===== src/rtl/msa_pkg.sv =====
package msa_pkg;

    localparam int DATA_W = 32;

    typedef logic signed [DATA_W-1:0] t_data;

    typedef struct packed {
        t_data value;
        logic  last;
    } t_in_item;

    typedef struct packed {
        t_data sorted_value;
        logic  last_out;
        logic  overflowed;
    } t_out_item;

endpackage


===== src/rtl/msa_bank.sv =====
// One write port, two registered read ports.
module msa_bank
    import msa_pkg::*;
#(
    parameter int DEPTH = 64,
    parameter int AW    = $clog2(DEPTH)
) (
    input  logic          i_clk,
    input  logic          i_we,
    input  logic [AW-1:0] i_waddr,
    input  t_data         i_wdata,
    input  logic [AW-1:0] i_raddr_a,
    input  logic [AW-1:0] i_raddr_b,
    output t_data         o_rdata_a,
    output t_data         o_rdata_b
);

    t_data r_mem [DEPTH];
    t_data r_rdata_a;
    t_data r_rdata_b;

    always_ff @(posedge i_clk) begin
        if (i_we) begin
            r_mem[i_waddr] <= i_wdata;
        end
        r_rdata_a <= r_mem[i_raddr_a];
        r_rdata_b <= r_mem[i_raddr_b];
    end

    assign o_rdata_a = r_rdata_a;
    assign o_rdata_b = r_rdata_b;

endmodule


===== config.mk =====
export PLATFORM = sky130hd
export DESIGN_NAME = msa_bank
export DESIGN_NICKNAME = d
export VERILOG_FILES = /design/src/rtl/msa_pkg.sv /design/src/rtl/msa_bank.sv
export SDC_FILE = /design/constraint.sdc
export NUM_CORES = 2
export LEC_CHECK = 0
export BUFFER_PORTS_ARGS = -buffer_cell sky130_fd_sc_hd__buf_4
export CAP_MARGIN = 20
export CORE_UTILIZATION = 25
export CTS_CLUSTER_DIAMETER = 120
export DETAILED_ROUTE_END_ITERATION = 8
export GPL_TIMING_DRIVEN = 1
export PLACE_DENSITY = 0.46
export SLEW_MARGIN = 40
export SYNTH_ARGS = -nofsm -noshare
export SYNTH_HDL_FRONTEND = slang
export SYNTH_SLANG_ARGS = --single-unit
export TNS_END_PERCENT = 1

===== constraint.sdc =====
create_clock -name i_clk -period 6.05 [get_ports i_clk]
set_input_delay 0.605 -clock i_clk [delete_from_list [all_inputs] [get_ports i_clk]]
set_output_delay 0.605 -clock i_clk [all_outputs]
set_load 0.1 [all_outputs]

==> run summary <==
Largest net degree at the start of global routing = 76
EDFF count, synth = 2,048
Average wire per standard cell = 34.9 um
Setup slack, reg-to-reg = 3440 ps
Largest family of logic cells by synthesized area = multiplexers
Leak = 34.3 nW
First-pass GRT wire length = 468,000 um
Initial Util = 0.252
Drt first pass iters = 5
Hold_ws = 249 ps
Min Tclk post-route = 3230 ps
GRT Total Usage = 0.176
Setup bufs post-CTS = 0
Most frequent cell after synthesis = edfxtp_1
GR Util met2 = 0.297
Vias = 51.5k
Synth Area in Adders = 0
Critical Path Source Type = input pin
# IOs = 116
Total gr overflow = 0
M1 GR Usage = 0.234
Max cap viols = 0
Synth Area in XOR/XNOR = 0
Final Power = 33.8 mW
Synth Area per Inst = 21.7 um^2
Slew @ Worst Pin = 918 ps
Area share of the largest cell type after synthesis = 0.643
Clk slew on worst S/H paths = 70 ps
Initial antenna violation count = 29
Unrepaired setup endpoints after global routing = false
Crit path from = i_raddr_b[0]
Routed Antenna Nets = 0
Clock tree from TritonCTS = built
CORE AREA = 380,000 um^2
Rel. slew slack = 0.388
Ys async rst share = 0
Layout area overhead = 17.1%
FMAX = 310 MHz
Finish-stage setup viols = 0
Die height = 621 um
CP max FO = 53
Root Buffer = clkbuf_16
I/O Buffers = 115
Critical path required time = 6780 ps
DIE AREA = 385,000 um^2
Met3 usage = 0.0297
Post-Syn Area = 95,700 um^2
Hold Buf Count CTS = 0
Skew-Pair Late Insertion Delay = 900 ps
Clock Sinks = 2,112
Max Slew Vio Count = 0
Chip width = 621 um
# DRC = 0
Final Util = 0.295
VDD IR max = 0.000219 V
Critical Path AT = 3960 ps
Clock skew = 56.7 ps
Share of cells above drive strength 1 = 0.402
Post-synth cell types = 38
Post-DR vias/cell = 5.23
Setup Crit Path Kind = input pin to flip-flop
Crit. End Element = flip-flop
Reg2reg path depth = 4
Post-CTS sizing = 0
Critical Path Sink = o_rdata_b[27]
Tcrit/Tclk final = 0.534
Post-synthesis mux area share = 0.290
Vias in the first global route = 53.1k
Detailed placer's ending HPWL = 208,000 um
Area leader, netlist = edfxtp_1
Yosys reg bits = 2,112
Final WL = 343,000 um
H-Tree Level Count = 4
Top cells by area, synth = edfxtp_1, mux4_2, mux2i_1, dfxtp_1, a22oi_1
Gr busiest metal = met2
Hold Crit Class = input pin to flip-flop
Synthesized instance count = 4,412
Rows = 226
Gpl congestion = 0.777
Initial DRC count = 5,422
Status = completed
Synth Area in Compound Gates = 0.0239
Final hold vios = 0
Total Nets Final = 4,689
Syn. warnings = 0
Power per Cell Area = 302 nW/um^2
Post-synthesis sequential area ratio = 0.656
Setup TNS = 0 ps
Reg2reg end = o_rdata_b[5]
Main synth FF type = edfxtp_1
Syn_nets = 4,464
Total CTS buffers = 227
Clk buf depth = 4
Synth Area in Simple Gates = 0.0113
Crit Reg-Reg Startpoint = r_mem[17][5]
List of most frequent post-synthesis cells = edfxtp_1, mux4_2, mux2i_1
-- flip-flops by register name, summed over array words and instances (netlist names) --
name	cells
o_rdata_a	32
o_rdata_b	32
r_mem	2048
-- where the power goes --
group          total [mW]  internal, mW  switching [mW]
clock network        14.3          8.26            6.04
registers            16.3          16.2           0.123
logic                3.21          1.13            2.07
total                33.8          25.6            8.24
-- layout make-up --
cell class              count  area (um^2)
fillers                 36700       268000
repair buffers            343         3690
clock buffers             305         6330
well taps                5016         6280
flip-flops and latches   2112        62800
diodes                     14         35.0
multi-input cells        1952        31700
clock inverters           109         1160
inverters                   1         3.75
-- cells by family after synthesis --
logic type	after synthesis
AND/OR/NAND/NOR	248
flip-flops	2112
multiplexers	1364
buffers and inverters	348
AO/OA/AOI/OAI	340
-- metrics by stage --
step                setup slack (ps)  cells  area, um^2
finish                          2820   9852      112000
global route                    2640   9844      112000
CTS                             2790   9833      112000
detailed placement              1820   9419      104000
global placement                1770   9382      103000
floorplan                       2250   4412       95700
-- placed cells by master, fill, tap and decap left out, types with 12 or more instances in the layout --
master	instances
dfxtp_1	64
a221oi_1	12
buf_4	239
mux4_2	1124
a21oi_1	56
clkbuf_1	50
mux2_2	36
o21ai_0	17
clkinvlp_4	16
bufinv_16	22
nor2_1	31
o211ai_1	27
buf_8	15
buf_16	22
a22oi_1	85
diode_2	14
buf_12	38
buf_6	25
nor2b_1	13
clkinv_2	34
clkinv_1	25
clkbuf_8	21
o221ai_1	16
o21ai_1	32
mux2i_1	203
o22ai_1	54
clkbuf_16	234
a211oi_1	13
nor2_4	63
nand2_1	91
edfxtp_1	2048
-- critical path: stages --
cell,delay (ps)
buf_8,530
buf_12,440
buf_12,420
mux4_2,580
mux4_2,550
o22ai_1,510
nor2_1,150
-- worst min-delay path by stage --
stage	from	to	slack [ps]	depth (start not counted)
detailed placement	r_mem[54][15]	o_rdata_b[15]	920	4
CTS	i_wdata[24]	r_mem[47][24]	200	1
global route	i_wdata[18]	r_mem[5][18]	250	1
floorplan	i_wdata[0]	r_mem[0][0]	700	0
finish	i_wdata[18]	r_mem[5][18]	250	1
global placement	r_mem[50][1]	o_rdata_b[1]	890	4
-- layer usage --
layer	routed length, um	up-vias
li1	-	20000
met1	143000	29100
met2	170000	2013
met3	20900	405
met4	9260	8
met5	55	-
Power figures use the tool's default switching activity.
